File: src/sv/sfr_pkg.sv
`default_nettype none

package sfr_pkg;

   localparam int unsigned ByteWidth  = 8;
   localparam int unsigned CountWidth = 16;
   localparam int unsigned RspWidth   = ByteWidth + 2 * CountWidth;

   localparam logic [ByteWidth-1:0]  EscByte       = 8'hFF;
   localparam logic [ByteWidth-1:0]  ZeroCode      = 8'hF0;
   localparam logic [CountWidth-1:0] FrameOverhead = 16'd6;

   // Fields from the lowest bit up: data byte, byte index, frame total.
   typedef struct packed {
      logic [CountWidth-1:0] frame_total;
      logic [CountWidth-1:0] byte_index;
      logic [ByteWidth-1:0]  data_byte;
   } rsp_data_type;

   typedef struct packed {
      rsp_data_type data;
      logic         last;
   } rsp_item_type;

endpackage

`default_nettype wire

File: src/sv/stuffed_frame_receiver.sv
// Channel  Ports                          Contents
// req      req_tvalid/tready/tdata/tuser  stuffed byte; frame start flag in tuser
// rsp      rsp_tvalid/tready/tdata/tlast  decoded byte, index, total; tlast ends frame
// csr      csr_valid/ready/data           expected payload length
//
// An item is decoded in the cycle it is accepted, and its result is registered in the
// output register, or in the skid register while that is stalled; while req_tready is
// high, one item can be accepted every cycle. The skid register keeps the input open
// while one result waits; a second waiting result closes req_tready.
// Reset is synchronous and clears the frame state, the length register and both
// output stages. A new length value takes effect at the next frame start.
`default_nettype none

module stuffed_frame_receiver
   import sfr_pkg::*;
(
   input  wire logic                  clock,
   input  wire logic                  reset,
   input  wire logic                  req_tvalid,
   output logic                       req_tready,
   input  wire logic [ByteWidth-1:0]  req_tdata,   // in_byte
   input  wire logic                  req_tuser,   // frame_start
   output logic                       rsp_tvalid,
   input  wire logic                  rsp_tready,
   output logic [RspWidth-1:0]        rsp_tdata,   // data_byte, byte_index, frame_total
   output logic                       rsp_tlast,   // frame_last
   input  wire logic                  csr_valid,
   output logic                       csr_ready,
   input  wire logic [CountWidth-1:0] csr_data     // expected_payload_length
);

   logic [CountWidth-1:0] exp_len_ff, exp_len_in;
   logic                  esc_ff, esc_in;
   logic [CountWidth-1:0] count_ff, count_in;
   logic [CountWidth-1:0] total_ff, total_in;
   logic [ByteWidth-1:0]  hdr_ff, hdr_in;
   logic                  done_ff, done_in;
   logic                  main_valid_ff, main_valid_in;
   rsp_item_type          main_ff, main_in;
   logic                  skid_valid_ff, skid_valid_in;
   rsp_item_type          skid_ff, skid_in;

   logic                  accept;
   logic                  have;
   logic                  produce;
   logic                  take;
   logic [ByteWidth-1:0]  dec;
   logic [CountWidth:0]   cfg_sum;
   logic [CountWidth-1:0] cfg_total;
   logic                  esc_c;
   logic [CountWidth-1:0] count_c;
   logic [CountWidth-1:0] total_c;
   logic [ByteWidth-1:0]  hdr_c;
   logic                  done_c;
   logic                  last;
   rsp_item_type          new_item;

   assign csr_ready  = 1'b1;
   assign req_tready = !skid_valid_ff;
   assign accept     = req_tvalid && req_tready;
   assign take       = main_valid_ff && rsp_tready;

   assign exp_len_in = (csr_valid && csr_ready) ? csr_data : exp_len_ff;

   always_comb begin
      cfg_sum = {1'b0, exp_len_ff} + {1'b0, FrameOverhead};
      if (exp_len_ff == '0) begin
         cfg_total = '0;
      end else if (cfg_sum[CountWidth]) begin
         cfg_total = '1;
      end else begin
         cfg_total = cfg_sum[CountWidth-1:0];
      end
   end

   always_comb begin
      if (req_tuser) begin
         esc_c   = 1'b0;
         count_c = '0;
         total_c = cfg_total;
         hdr_c   = '0;
         done_c  = 1'b0;
      end else begin
         esc_c   = esc_ff;
         count_c = count_ff;
         total_c = total_ff;
         hdr_c   = hdr_ff;
         done_c  = done_ff;
      end

      esc_in   = esc_c;
      count_in = count_c;
      total_in = total_c;
      hdr_in   = hdr_c;
      done_in  = done_c;
      have     = 1'b0;
      dec      = req_tdata;
      last     = 1'b0;

      if (!done_c) begin
         if (esc_c) begin
            esc_in = 1'b0;
            if (req_tdata == EscByte) begin
               dec  = EscByte;
               have = 1'b1;
            end else if (req_tdata == ZeroCode) begin
               dec  = '0;
               have = 1'b1;
            end
         end else if (req_tdata == EscByte) begin
            esc_in = 1'b1;
         end else begin
            have = 1'b1;
         end

         if (have) begin
            count_in = count_c + 1'b1;
            if (total_c == '0) begin
               if (count_c == '0) begin
                  hdr_in = dec;
               end else if (count_c == CountWidth'(1)) begin
                  total_in = {dec, hdr_c};
                  if (total_in <= CountWidth'(2)) begin
                     last = 1'b1;
                  end
               end
            end
            if (total_in != '0 && count_in >= total_in) begin
               last = 1'b1;
            end
            if (last) begin
               done_in = 1'b1;
            end
         end
      end
   end

   assign produce = accept && have;

   always_comb begin
      new_item.data.data_byte   = dec;
      new_item.data.byte_index  = count_c;
      new_item.data.frame_total = total_in;
      new_item.last             = last;
   end

   always_comb begin
      main_valid_in = main_valid_ff;
      main_in       = main_ff;
      skid_valid_in = skid_valid_ff;
      skid_in       = skid_ff;
      if (!main_valid_ff || take) begin
         if (skid_valid_ff) begin
            main_valid_in = 1'b1;
            main_in       = skid_ff;
            skid_valid_in = 1'b0;
         end else begin
            main_valid_in = produce;
            main_in       = new_item;
         end
      end else if (produce) begin
         skid_valid_in = 1'b1;
         skid_in       = new_item;
      end
   end

   always_ff @(posedge clock) begin
      if (reset) begin
         exp_len_ff    <= '0;
         esc_ff        <= 1'b0;
         count_ff      <= '0;
         total_ff      <= '0;
         hdr_ff        <= '0;
         done_ff       <= 1'b0;
         main_valid_ff <= 1'b0;
         skid_valid_ff <= 1'b0;
      end else begin
         exp_len_ff    <= exp_len_in;
         main_valid_ff <= main_valid_in;
         skid_valid_ff <= skid_valid_in;
         if (accept) begin
            esc_ff   <= esc_in;
            count_ff <= count_in;
            total_ff <= total_in;
            hdr_ff   <= hdr_in;
            done_ff  <= done_in;
         end
      end
   end

   always_ff @(posedge clock) begin
      main_ff <= main_in;
      skid_ff <= skid_in;
   end

   assign rsp_tvalid = main_valid_ff;
   assign rsp_tdata  = main_ff.data;
   assign rsp_tlast  = main_ff.last;

endmodule

`default_nettype wire

File: config.mk
export PLATFORM = sky130hd
export DESIGN_NAME = stuffed_frame_receiver
export DESIGN_NICKNAME = d
export VERILOG_FILES = /design/src/sv/sfr_pkg.sv /design/src/sv/stuffed_frame_receiver.sv
export SDC_FILE = /design/constraint.sdc
export NUM_CORES = 1
export LEC_CHECK = 0
export BUFFER_PORTS_ARGS = -buffer_cell sky130_fd_sc_hd__buf_4
export CORE_UTILIZATION = 45
export CTS_CLUSTER_SIZE = 25
export DETAILED_ROUTE_END_ITERATION = 6
export HOLD_SLACK_MARGIN = 0.06
export PLACE_DENSITY = 0.7
export SLEW_MARGIN = 15
export SYNTH_ARGS = -nofsm -noshare
export SYNTH_HDL_FRONTEND = slang
export SYNTH_SLANG_ARGS = --single-unit
File: constraint.sdc
create_clock -name clock -period 7.9 [get_ports clock]
set_input_delay 0.79 -clock clock [delete_from_list [all_inputs] [get_ports clock]]
set_output_delay 0.79 -clock clock [all_outputs]
set_load 0.005 [all_outputs]
# == After elaboration in Yosys (flattened, before gate mapping) ==
# Cells that the tools add are included.
# classes
n_addsub,2
multipliers,0
n_div,0
order_cmp,2
eq_ne,3
n_shift,0
n_mux,48
bitwise,1
n_reduce_logical,13
# op_table
cell,n
2-to-1 mux 16 bit,13
2-to-1 mux 8 bit,10
logical NOT 16 bit,3
2-to-1 mux 41 bit,1
2-to-1 mux 1 bit,24
adder 16 x 3 -> 17 bit (second input constant),1
adder 16 x 1 -> 16 bit (second input constant),1
equality test 16 x 1 -> 1 bit (second input constant),1
equality test 8 bit (second input constant),2
>= comparator 16 bit,1
<= comparator 16 x 2 -> 1 bit (second input constant),1
nonzero test 16 bit,1
logical AND 1 bit,4
logical NOT 1 bit,2
AND reduction 2 bit,1
OR reduction 2 bit,1
logical OR 1 bit,1
inverter 1 bit,1
# totals
regBits,142
latchBits,0
mem_bits_rw,0
mem_bits_ro,0
wordCells,85
memories,0

# == Logic depth before layout (Yosys ltp) ==
# Gate-level depths: netlist of run 1.
# depth
ltp_word,18
mapped_depth,21
ltp_nobuf,19

# == Least setup slack after synthesis of run 1 ==
# No wires, ideal clock.
# synth_path
path_type,input to register
start,input req_tdata[0]
end,register skid_ff[0] in the netlist's numbering (enable)
setup_time_ns,0.490
arrival_ns,4.862
slack_ns,2.548
stages,5
n_path_buf,1
cell_sequence,or4_1 > nor3_2 > o21ai_1 > clkbuf_1 > nor3_1
# synth_between
elab_chain_cells,8
elab_cells_between_ends,10
# synth_rtl
item,line,text
"start, declared",stuffed_frame_receiver.sv:21,"input wire logic [ByteWidth-1:0] req_tdata,"
equality test 8 bit,stuffed_frame_receiver.sv:106,end else if (req_tdata == ZeroCode) begin
2-to-1 mux 1 bit,stuffed_frame_receiver.sv:106,
2-to-1 mux 1 bit,stuffed_frame_receiver.sv:103,if (req_tdata == EscByte) begin
2-to-1 mux 1 bit (*),stuffed_frame_receiver.sv:101,if (esc_c) begin
2-to-1 mux 1 bit (*) (2 in a row),stuffed_frame_receiver.sv:100,if (!done_c) begin
logical AND 1 bit (*),stuffed_frame_receiver.sv:138,assign produce = accept && have;
AND reduction 2 bit (no line) (*),-,
"end signal, assigned",stuffed_frame_receiver.sv:193,skid_ff <= skid_in;
"end, declared",stuffed_frame_receiver.sv:41,"rsp_item_type skid_ff, skid_in;"
# Mark *: on every way between the ends. The rest lies on a longest branch, timed or not. The select of a mux whose other input is x is not followed.
# A chain may end at the register's enable or synchronous reset.

# == Worst setup path after layout of run 1 ==
# layout_path
start,register exp_len_ff[1]
end,register main_ff (netlist bit rsp_tlast) (data pin)
# layout_between
elab_chain_cells,17
elab_cells_between_ends,21
# layout_rtl
item,line,text
"start, declared",stuffed_frame_receiver.sv:32,"logic [CountWidth-1:0] exp_len_ff, exp_len_in;"
"start signal, assigned",stuffed_frame_receiver.sv:178,exp_len_ff <= exp_len_in;
adder 16 x 3 -> 17 bit,stuffed_frame_receiver.sv:66,"cfg_sum = {1'b0, exp_len_ff} + {1'b0, FrameOverhead};"
2-to-1 mux 16 bit,stuffed_frame_receiver.sv:69,end else if (cfg_sum[CountWidth]) begin
2-to-1 mux 16 bit (*),stuffed_frame_receiver.sv:67,if (exp_len_ff == '0) begin
2-to-1 mux 16 bit (*),stuffed_frame_receiver.sv:77,if (req_tuser) begin
2-to-1 mux 16 bit,stuffed_frame_receiver.sv:121,end else if (count_c == CountWidth'(1)) begin
2-to-1 mux 16 bit,stuffed_frame_receiver.sv:119,if (count_c == '0) begin
2-to-1 mux 16 bit,stuffed_frame_receiver.sv:118,if (total_c == '0) begin
2-to-1 mux 16 bit,stuffed_frame_receiver.sv:116,if (have) begin
2-to-1 mux 16 bit,stuffed_frame_receiver.sv:100,
>= comparator 16 bit or nonzero test 16 bit (tied branches),stuffed_frame_receiver.sv:128,if (total_in != '0 && count_in >= total_in) begin
logical AND 1 bit,stuffed_frame_receiver.sv:128,
2-to-1 mux 1 bit (*),stuffed_frame_receiver.sv:128,
2-to-1 mux 1 bit (*),stuffed_frame_receiver.sv:116,
2-to-1 mux 1 bit (*),stuffed_frame_receiver.sv:100,
2-to-1 mux 1 bit (*),stuffed_frame_receiver.sv:116,
2-to-1 mux 1 bit (*),stuffed_frame_receiver.sv:100,
2-to-1 mux 41 bit (*),stuffed_frame_receiver.sv:153,if (skid_valid_ff) begin
"end signal, assigned",stuffed_frame_receiver.sv:192,main_ff <= main_in;
"end, declared",stuffed_frame_receiver.sv:39,"rsp_item_type main_ff, main_in;"
# Marked as above.

==> results of run 1 <==
==> metal layers <==
metal  vias up  wire length [um]  global-route usage
li1       2904                 -                   -
met1      2844              9020               0.319
met4         0               439              0.0900
met2       192              8520               0.340
met3        31              1010              0.0406
met5         -                 0                   0
==> cell type report <==
class	count	area, um2
Clock buffer	21	460
Sequential cell	142	3660
Timing Repair Buffer	79	593
Inverter	22	82.6
Multi-Input combinational cell	543	3700
Tap cell	220	275
Fill cell	1495	7620
Clock inverter	11	189
==> critical path: stages, from the launching register on <==
cell and delay (ns):
dfxtp_1 0.53, inv_1 0.14, ha_1 0.35, nor4_1 0.39, xor2_1 0.17, or4b_4 0.55
o21ai_2 0.25, nand3_2 0.26, mux2_2 0.35, o21ai_1 0.14, ha_1 0.26, a21o_1 0.18
a21o_1 0.19, a21oi_1 0.20, nand3_1 0.09, and3_1 0.17, o32a_1 0.17, o2bb2ai_1 0.27
o31ai_1 0.09
==> synth_stat cells, types with 5 or more instances <==
library cell	instances
a22o_1	5
o2bb2ai_1	5
xnor2_1	14
a22oi_1	12
inv_1	21
o21a_1	17
mux2_2	37
ha_1	19
o21ai_1	8
nor2_1	86
nand3_1	15
dfxtp_1	60
a31oi_1	5
buf_1	6
o21ai_0	43
mux2i_1	23
nor4_1	19
and3_1	6
buf_2	7
nand2b_1	9
xor2_1	9
nor3_1	12
clkbuf_1	30
edfxtp_1	82
a21oi_1	25
or4_1	5
and2_1	5
nor2b_1	19
nand2_1	53
nand4_1	14
nand3b_1	5
==> state kept, by name, indices dropped and copies added (netlist names) <==
register,flops
esc_ff,1
skid_valid_ff,1
exp_len_ff,16
rsp_tvalid,1
rsp_tlast,1
total_ff,16
count_ff,16
skid_ff,41
rsp_tdata,40
done_ff,1
hdr_ff,8
==> logic make-up (layout without fill, tap and decap cells) <==
family / count (synthesis) / in the layout / synth area share
adder cells (fa/ha/maj): 19 / 19 / 0.0310
AO/OA/AOI/OAI: 166 / 166 / 0.150
AND/OR/NAND/NOR: 272 / 272 / 0.185
XOR/XNOR: 23 / 23 / 0.0263
flip-flops: 142 / 142 / 0.478
buffers and inverters: 72 / 133 / 0.0410
other: 1 / 1 / 0.000489
multiplexers: 62 / 62 / 0.0878
==> report_power, final <==
part           total [mW]  internal [mW]  switching, mW
Clock               0.879          0.575          0.304
Combinational       0.212         0.0932          0.119
Sequential          0.844          0.821         0.0232
==> per-stage QoR <==
stage	power [mW]	cell area [um2]	hold WS (ns)	utilization
2_1_floorplan	0.986	7660	0.459	-
3_3_place_gp	1.07	8310	0.487	0.501
3_5_place_dp	1.07	8310	0.502	0.501
4_1_cts	1.95	8960	0.519	0.541
5_1_grt	2.00	8960	0.552	0.541
6_report	1.94	8960	0.520	0.541
==> worst paths after layout <==
path	end	slack, ns	cells after the start
hold / removal	esc_ff	0.52	2
hold reg to reg	esc_ff	0.52	2
setup / recovery	rsp_tlast	2.89	18
setup reg to reg	rsp_tlast	2.89	18
==> metrics.md, run 1 <==
| Metric | Value |
|---|---|
| Max_slew headroom | `0.379` |
| Reg-to-reg critical path startpoint | `exp_len_ff[1]` |
| CTS root buffer | `clkbuf_16` |
| Period utilization | `0.635` |
| Largest net degree at the start of global routing | `79` |
| Routability cong. | `0.915` |
| Setup Crit Path Kind | `reg2reg` |
| Initial core utilization | `0.462` |
| Fmax | `0.199 GHz` |
| Gr usage total | `0.225` |
| Synthesized cell area | `7660 um2` |
| Critical path origin | `exp_len_ff[1]` |
| GRT overflow | `0` |
| Fin cells | `1,038` |
| Die height | `133 um` |
| Placed Instances | `1,006` |
| Antenna cells | `0` |
| Die footprint | `17,600 um2` |
| Number of port buffers | `72` |
| WL per Instance | `18.3 um` |
| Vias per cell | `5.75` |
| Worst IR drop on VDD | `0.148 mV` |
| Worst-path clk slew | `0.06 ns` |
| Top cell type by total area after synthesis | `edfxtp_1` |
| Final HPWL DP | `13,600 um` |
| ANT nets after route | `0` |
| Max-cap violations | `0` |
| Setup_tns | `0 ns` |
| First-pass GRT wire length | `30,500 um` |
| Slew @ Worst Pin | `0.926 ns` |
| Outcome | `complete, no violations` |
| Critical Path AT | `5.18 ns` |
| Mapped Avg Cell Area | `10.1 um2` |
| Final slew viol count | `0` |
| Initial DRC count | `450` |
| Setup Skew | `0.00894 ns` |
| Worst EP required | `8.07 ns` |
| Vias in the first global route | `5,486` |
| Synthesized flop and latch total | `142` |
| Synth warn | `0` |
| Dpl ws | `2.86 ns` |
| Vias | `5,971` |
| Setup Buffers After CTS | `0` |
| PwrDens | `216 nW/um2` |
| Clock buffer depth | `2` |
| Final Worst Setup Slack | `2.89 ns` |
| Leakage Power | `3.53 nW` |
| CORE AREA | `16,600 um2` |
| Yosys top cell area share | `0.321` |
| Rows | `47` |
| Synth async-reset ratio | `0` |
| Worst min path class | `reg2reg` |
| Syn-to-layout area delta | `17.0%` |
| Beginning of the worst hold path | `esc_ff` |
| # IOs | `74` |
| Final min period | `5.01 ns` |
| Post-route DRC | `0` |
| Post-CTS Hold Fix Bufs | `0` |
| CTS resizes | `0` |
| Most used DFF post-synth | `edfxtp_1` |
| Post-synthesis cell count | `757` |
| CP endpoint kind | `flop` |
| Layout cells sized above 1 | `0.213` |
| Later-pin clock latency in the skew report | `0.43 ns` |
| Fin nets | `854` |
| Post-synth EDFFs | `82` |
| Die X | `133 um` |
| Post-Syn Nets | `806` |
| Top post-synthesis cells by area | `edfxtp_1, dfxtp_1, mux2_2` |
| Synth cell types | `77` |
| CTS tree | `yes` |
| CTS H-tree depth | `4` |
| Final Setup Violations | `0` |
| CTS Sinks | `142` |
| Final wirelength | `19,000 um` |
| Fin. Hold Viols | `0` |
| Most common cell after layout, fill and taps aside | `nor2_1` |
| Sequential fraction of the synthesis area | `0.478` |
| Startpoint types | `flop` |
| Drt pass-1 iters | `6` |
| Clock buffer count from CTS | `17` |
| Max FO, Critical Path | `10` |
| Initial antenna violation count | `0` |
| RSZ-0062 raised after global routing | `false` |
| Commonest cells after routing, fill and taps aside | `nor2_1, edfxtp_1, buf_4, dfxtp_1, nand2_1` |
Power figures use the tool's default switching activity.
==> run 2, diff against run 1 <==
PLACE_DENSITY = 0.73   (was 0.7)
clock period = 4.1 ns   (was 7.9 ns; I/O delays follow)
==> run 2 against run 1 <==
Hold slack worse by 0.31 ns. Critical path depth down 1. Non-clock buffer count up 69. Count of clock-buffer cells in the layout down 1. Final cell count up 6.7%. Sequential power up 92%. Power up 91%. Highest routed layer unchanged.
==> metrics.md, run 2 (synthesis gave the netlist of run 1 again) <==
| Metric | Value |
|---|---|
| CTS Sinks | `142` |
| Clock buffer depth | `2` |
| Psw | `940 uW` |
| Leakage Power | `3.91 nW` |
| Drt pass-1 iters | `5` |
| Final min period | `4.07 ns` |
| Placed Instances | `1,065` |
| Register Area | `3680 um2` |
| CP peak stage delay | `0.51 ns` |
| Post-route DRC | `0` |
| Number of port buffers | `72` |
| Fin cells | `1,108` |
| Gr usage total | `0.241` |
| Vias in the first global route | `5,884` |
| Worst EP required | `4.27 ns` |
| Syn-to-layout area delta | `25.8%` |
| CTS tree | `yes` |
| DR top layer | `met4` |
| Worst-path clk slew | `0.06 ns` |
| Final HPWL DP | `14,800 um` |
| Vias per cell | `5.75` |
| Final wirelength | `20,700 um` |
| Outcome | `complete, no violations` |
| Combinational share of power | `0.131` |
| Int Pwr | `2.76 mW` |
| Critical Path AT | `4.24 ns` |
| Later-pin clock latency in the skew report | `0.43 ns` |
| RSZ-0062 raised after global routing | `true` |
| Worst min path class | `in2reg` |
| Worst path slowest cell | `or4b_4` |
| Layout cells sized above 1 | `0.310` |
| GRT overflow | `0` |
| CTS H-tree depth | `4` |
| Max_slew headroom | `0.399` |
| CP endpoint kind | `flop` |
| Slew @ Worst Pin | `0.900 ns` |
| # IOs | `74` |
| CP delay by family, top | `simple AND/OR/NAND/NOR gates` |
| Switch share | `0.254` |
| Initial antenna violation count | `0` |
| Critical path, cell by cell | `nand4_4 > nor4_4 > mux2_4 > or4b_4 > o21ai_4 > nand3_4 > mux2_4 > o21ai_2 > ha_1 > a21o_1 > a21o_1 > a21oi_2 > nand3_1 > and3_4 > o32a_1 > o2bb2ai_2 > o31ai_1` |
| Final slew viol count | `0` |
| First-pass GRT wire length | `32,400 um` |
| PwrDens | `383 nW/um2` |
| FILL cells | `1,440` |
| Largest register FFs | `41` |
| Reg power frac | `0.437` |
| CORE AREA | `16,600 um2` |
| Routability cong. | `0.952` |
| WL per Instance | `18.7 um` |
| Fmax | `0.246 GHz` |
| Initial DRC count | `572` |
| Number of buffers and inverters on the critical path | `0` |
| Multi-input gate area | `3870 um2` |
| Setup Crit Path Kind | `reg2reg` |
| Clock buffer count from CTS | `17` |
| Max-cap violations | `0` |
| Period utilization | `0.992` |
| Die footprint | `17,600 um2` |
| Worst IR drop on VDD | `0.300 mV` |
| Metal3 WL | `1380 um` |
| Commonest cells after routing, fill and taps aside | `buf_4, nor2_1, edfxtp_1, nand2_1, dfxtp_1` |
| Initial core utilization | `0.462` |
| Die height | `133 um` |
| Setup Skew | `0.00864 ns` |
| Met1 wire length | `9050 um` |
| Most common cell after layout, fill and taps aside | `buf_4` |
| Vias | `6,375` |
| Power share of the clock group | `0.432` |
| Startpoint types | `flop` |
| Fin. Hold Viols | `0` |
| Total power | `3.70 mW` |
| Antenna cells | `0` |
| CTS root buffer | `clkbuf_16` |
| Largest net degree at the start of global routing | `59` |
| ANT nets after route | `0` |
| Fin nets | `924` |
| Die X | `133 um` |
| Met2 Wirelength | `9740 um` |
| Max FO, Critical Path | `3` |
| Biggest register | `skid_ff` |
| Rows | `47` |
| Final Setup Violations | `0` |
-- run 2: area by class of cell --
type                    count  area share
clock buffers              20      0.0519
clock inverters            12      0.0121
inverters                  22     0.00857
multi-input cells         544       0.401
flip-flops and latches    142       0.382
well taps                 220      0.0286
repair buffers            148       0.116
-- run 2: power by group through the flow --
| stage | logic [mW] | clock network [mW] | registers (mW) |
|---|---|---|---|
| floorplan | 0.261 | 0 | 1.65 |
| global placement | 0.455 | 0 | 1.64 |
| detailed placement | 0.459 | 0 | 1.65 |
| CTS | 0.466 | 1.61 | 1.62 |
| global route | 0.523 | 1.68 | 1.62 |
| finish | 0.484 | 1.60 | 1.62 |
-- run 2: what timing repair did --
action | CTS | global route
resized for setup | 3 | 29
cloned | 0 | 1
setup buffers | 1 | 9
hold buffers | 0 | 0
setup endpoints to repair | 2 | 3
pin swaps | 0 | 17
endpoints found under the hold margin | 0 | 0
-- run 2: path summary, 6_finish.rpt --
check | startpoint | to | slack (ns) | cells past startpoint
min reg2reg | esc_ff | esc_ff | 0.51 | 2
max | exp_len_ff[6] | rsp_tlast | 0.03 | 17
min | csr_data[10] | exp_len_ff[10] | 0.21 | 3
max reg2reg | exp_len_ff[6] | rsp_tlast | 0.03 | 17
-- run 2: metal layers --
layer / global-route usage / vias to the layer above
met5: 0 / -
met4: 0.0900 / 0
met3: 0.0517 / 41
met2: 0.387 / 255
met1: 0.319 / 3039
li1: - / 3040
-- run 2: worst reg2reg max path: stages (launching register included) --
cell and delay (ns):
dfxtp_4 0.37, nand4_4 0.14, nor4_4 0.30, mux2_4 0.34
or4b_4 0.51, o21ai_4 0.20, nand3_4 0.09, mux2_4 0.31
o21ai_2 0.12, ha_1 0.26, a21o_1 0.17, a21o_1 0.17
a21oi_2 0.14, nand3_1 0.09, and3_4 0.15, o32a_1 0.17
o2bb2ai_2 0.19, o31ai_1 0.09
-- run 2: per-stage QoR --
step	setup TNS, ns	instance area [um2]	worst slack, ns	util	hold WS [ns]
final	0	9640	0.0325	0.581	0.211
after global routing	-0.232	9640	-0.102	0.581	0.202
after CTS	0	9460	0.00871	0.570	0.204
after detailed placement	-0.0227	8820	-0.0227	0.532	0.490
after global placement	0	8820	0.0197	0.532	0.481
after floorplan	0	7740	0.00318	-	0.459
==> run 3, diff against run 2 <==
CORE_MARGIN = 5   (was unset)
PLACE_DENSITY = 0.76   (was 0.73)
==> run 3 against run 2 <==
Die area rose by 12%. Sequential power barely moved. Sequential share of layout area rose by 0.25 points. Clock skew rose by 0.0086 ns. Hold slack improved by 0.0043 ns.
==> metrics.md, run 3 (synthesis gave the netlist of run 1 again) <==
| Metric | Value |
|---|---|
| Reg-to-reg critical path startpoint | `exp_len_ff[5]` |
| Clock buffer depth | `2` |
| CTS tree | `yes` |
| Number of port buffers | `72` |
| GRT overflow | `0` |
| Post-CTS Hold Fix Bufs | `0` |
| Vias in the first global route | `6,162` |
| Rows | `47` |
| Clock buffer count from CTS | `17` |
| CORE AREA | `16,600 um2` |
| Fin cells | `1,100` |
| Fmax | `0.245 GHz` |
| Final Setup Violations | `0` |
| First-pass GRT wire length | `33,300 um` |
| Die footprint | `19,700 um2` |
| Top cell by count, worst path | `a21o_1` |
| Largest net degree at the start of global routing | `59` |
| ANT nets after route | `0` |
| Initial antenna violation count | `0` |
| Critical Path AT | `4.26 ns` |
| Leakage Power | `3.88 nW` |
| Worst path slowest cell | `or4b_4` |
| Worst min path class | `in2reg` |
| CTS H-tree depth | `4` |
| Placed Instances | `1,056` |
| CTS root buffer | `clkbuf_16` |
| Worst IR drop on VDD | `0.291 mV` |
| Initial DRC count | `670` |
| Commonest cells after routing, fill and taps aside | `buf_4, nor2_1, edfxtp_1, nand2_1, dfxtp_1` |
| Drt pass-1 iters | `7` |
| Max-cap violations | `0` |
| Later-pin clock latency in the skew report | `0.43 ns` |
| Post-route DRC | `0` |
| PwrDens | `389 nW/um2` |
| CP delay by family, top | `compound AO/OA/AOI/OAI gates` |
| Final wirelength | `20,800 um` |
| Final slew viol count | `0` |
| Largest register FFs | `41` |
| CP endpoint kind | `flop` |
| Die height | `141 um` |
| Most common cell after layout, fill and taps aside | `buf_4` |
| Reg2reg path depth | `17` |
| Gr usage total | `0.213` |
| Biggest register | `skid_ff` |
| Initial core utilization | `0.460` |
| Max FO, Critical Path | `5` |
| Vias per cell | `5.73` |
| Setup Crit Path Kind | `reg2reg` |
| Die X | `141 um` |
| Max_slew headroom | `0.451` |
| # IOs | `74` |
| CP peak stage delay | `0.51 ns` |
| RSZ-0062 raised after global routing | `true` |
| Worst EP required | `4.27 ns` |
| Slew @ Worst Pin | `0.821 ns` |
| Number of buffers and inverters on the critical path | `0` |
| Setup Skew | `0.0172 ns` |
| Outcome | `complete, no violations` |
| Period utilization | `0.997` |
| Fin nets | `916` |
| Final HPWL DP | `15,000 um` |
| Worst hold slack | `0.215 ns` |
| Vias | `6,303` |
| Capture point of the critical path | `rsp_tlast` |
| Critical path origin | `exp_len_ff[5]` |
| Worst-path clk slew | `0.06 ns` |
| Layout cells sized above 1 | `0.291` |
| Syn-to-layout area delta | `25.1%` |
| CTS Sinks | `142` |
| Final min period | `4.09 ns` |
| Routability cong. | `0.980` |
| WL per Instance | `18.9 um` |
| Critical path, cell by cell | `nand4_4 > nor4_4 > mux2_4 > or4b_4 > o21ai_4 > nand3_4 > mux2_2 > o21ai_1 > ha_1 > a21o_1 > a21o_1 > a21oi_2 > nand3_1 > and3_4 > o32a_1 > o2bb2ai_4 > o31ai_1` |
| Startpoint types | `flop` |
| R2R Setup Slk | `0.01 ns` |
| Instance count on the critical path | `17` |
| Reg2reg end | `rsp_tlast` |
| Antenna cells | `0` |
| Fin. Hold Viols | `0` |
==> run 3: what timing repair did <==
item | CTS | global route
gates resized for setup | 3 | 22
pin swaps | 1 | 11
endpoints found under the setup margin | 2 | 3
gates cloned | 1 | 0
buffers inserted | 2 | 9
==> run 3: area by class of cell <==
class	instances	area [um2]
Clock buffer	22	454
Multi-Input combinational cell	544	3860
Timing Repair Buffer	140	1070
Sequential cell	142	3690
Inverter	22	82.6
Tap cell	220	275
Fill cell	1424	7050
Clock inverter	10	165
==> run 3: worst min-delay path by stage <==
stage                       startpoint  cells after the start              to
after floorplan           count_ff[15]                      2    count_ff[15]
after detailed placement        esc_ff                      2          esc_ff
after CTS                 csr_data[14]                      3  exp_len_ff[14]
final                      csr_data[6]                      3   exp_len_ff[6]
after global placement          esc_ff                      2          esc_ff
after global routing      csr_data[12]                      3  exp_len_ff[12]
==> run 3: tightest hold or removal path, stage by stage <==
cell and delay (ns):
buf_4 0.07, mux2i_1 0.05, nor2_1 0.07
==> run 3: layer usage <==
layer | up-vias | global-route usage | wire length [um]
li1 | 3029 | - | -
met1 | 2975 | 0.287 | 9370
met2 | 245 | 0.338 | 9600
met3 | 54 | 0.0412 | 1240
met4 | 0 | 0.0826 | 606
met5 | - | 0 | 0
==> run 3: power breakdown <==
| part | total (mW) | internal, mW | switching, mW |
|---|---|---|---|
| registers | 1.62 | 1.58 | 0.0365 |
| logic | 0.479 | 0.217 | 0.262 |
| clock network | 1.63 | 1.04 | 0.596 |
| total | 3.73 | 2.84 | 0.895 |
==> run 3: stage by stage <==
stage	util	total power, mW	setup slack (ns)	TNS (ns)	cell area [um2]
floorplan	-	1.91	0.00318	0	7740
global placement	0.527	2.10	0.0254	0	8770
detailed placement	0.527	2.11	-0.0595	-0.0813	8770
CTS	0.566	3.72	0.00705	0	9420
global route	0.576	3.88	-0.200	-0.473	9590
finish	0.576	3.73	0.0127	0	9590
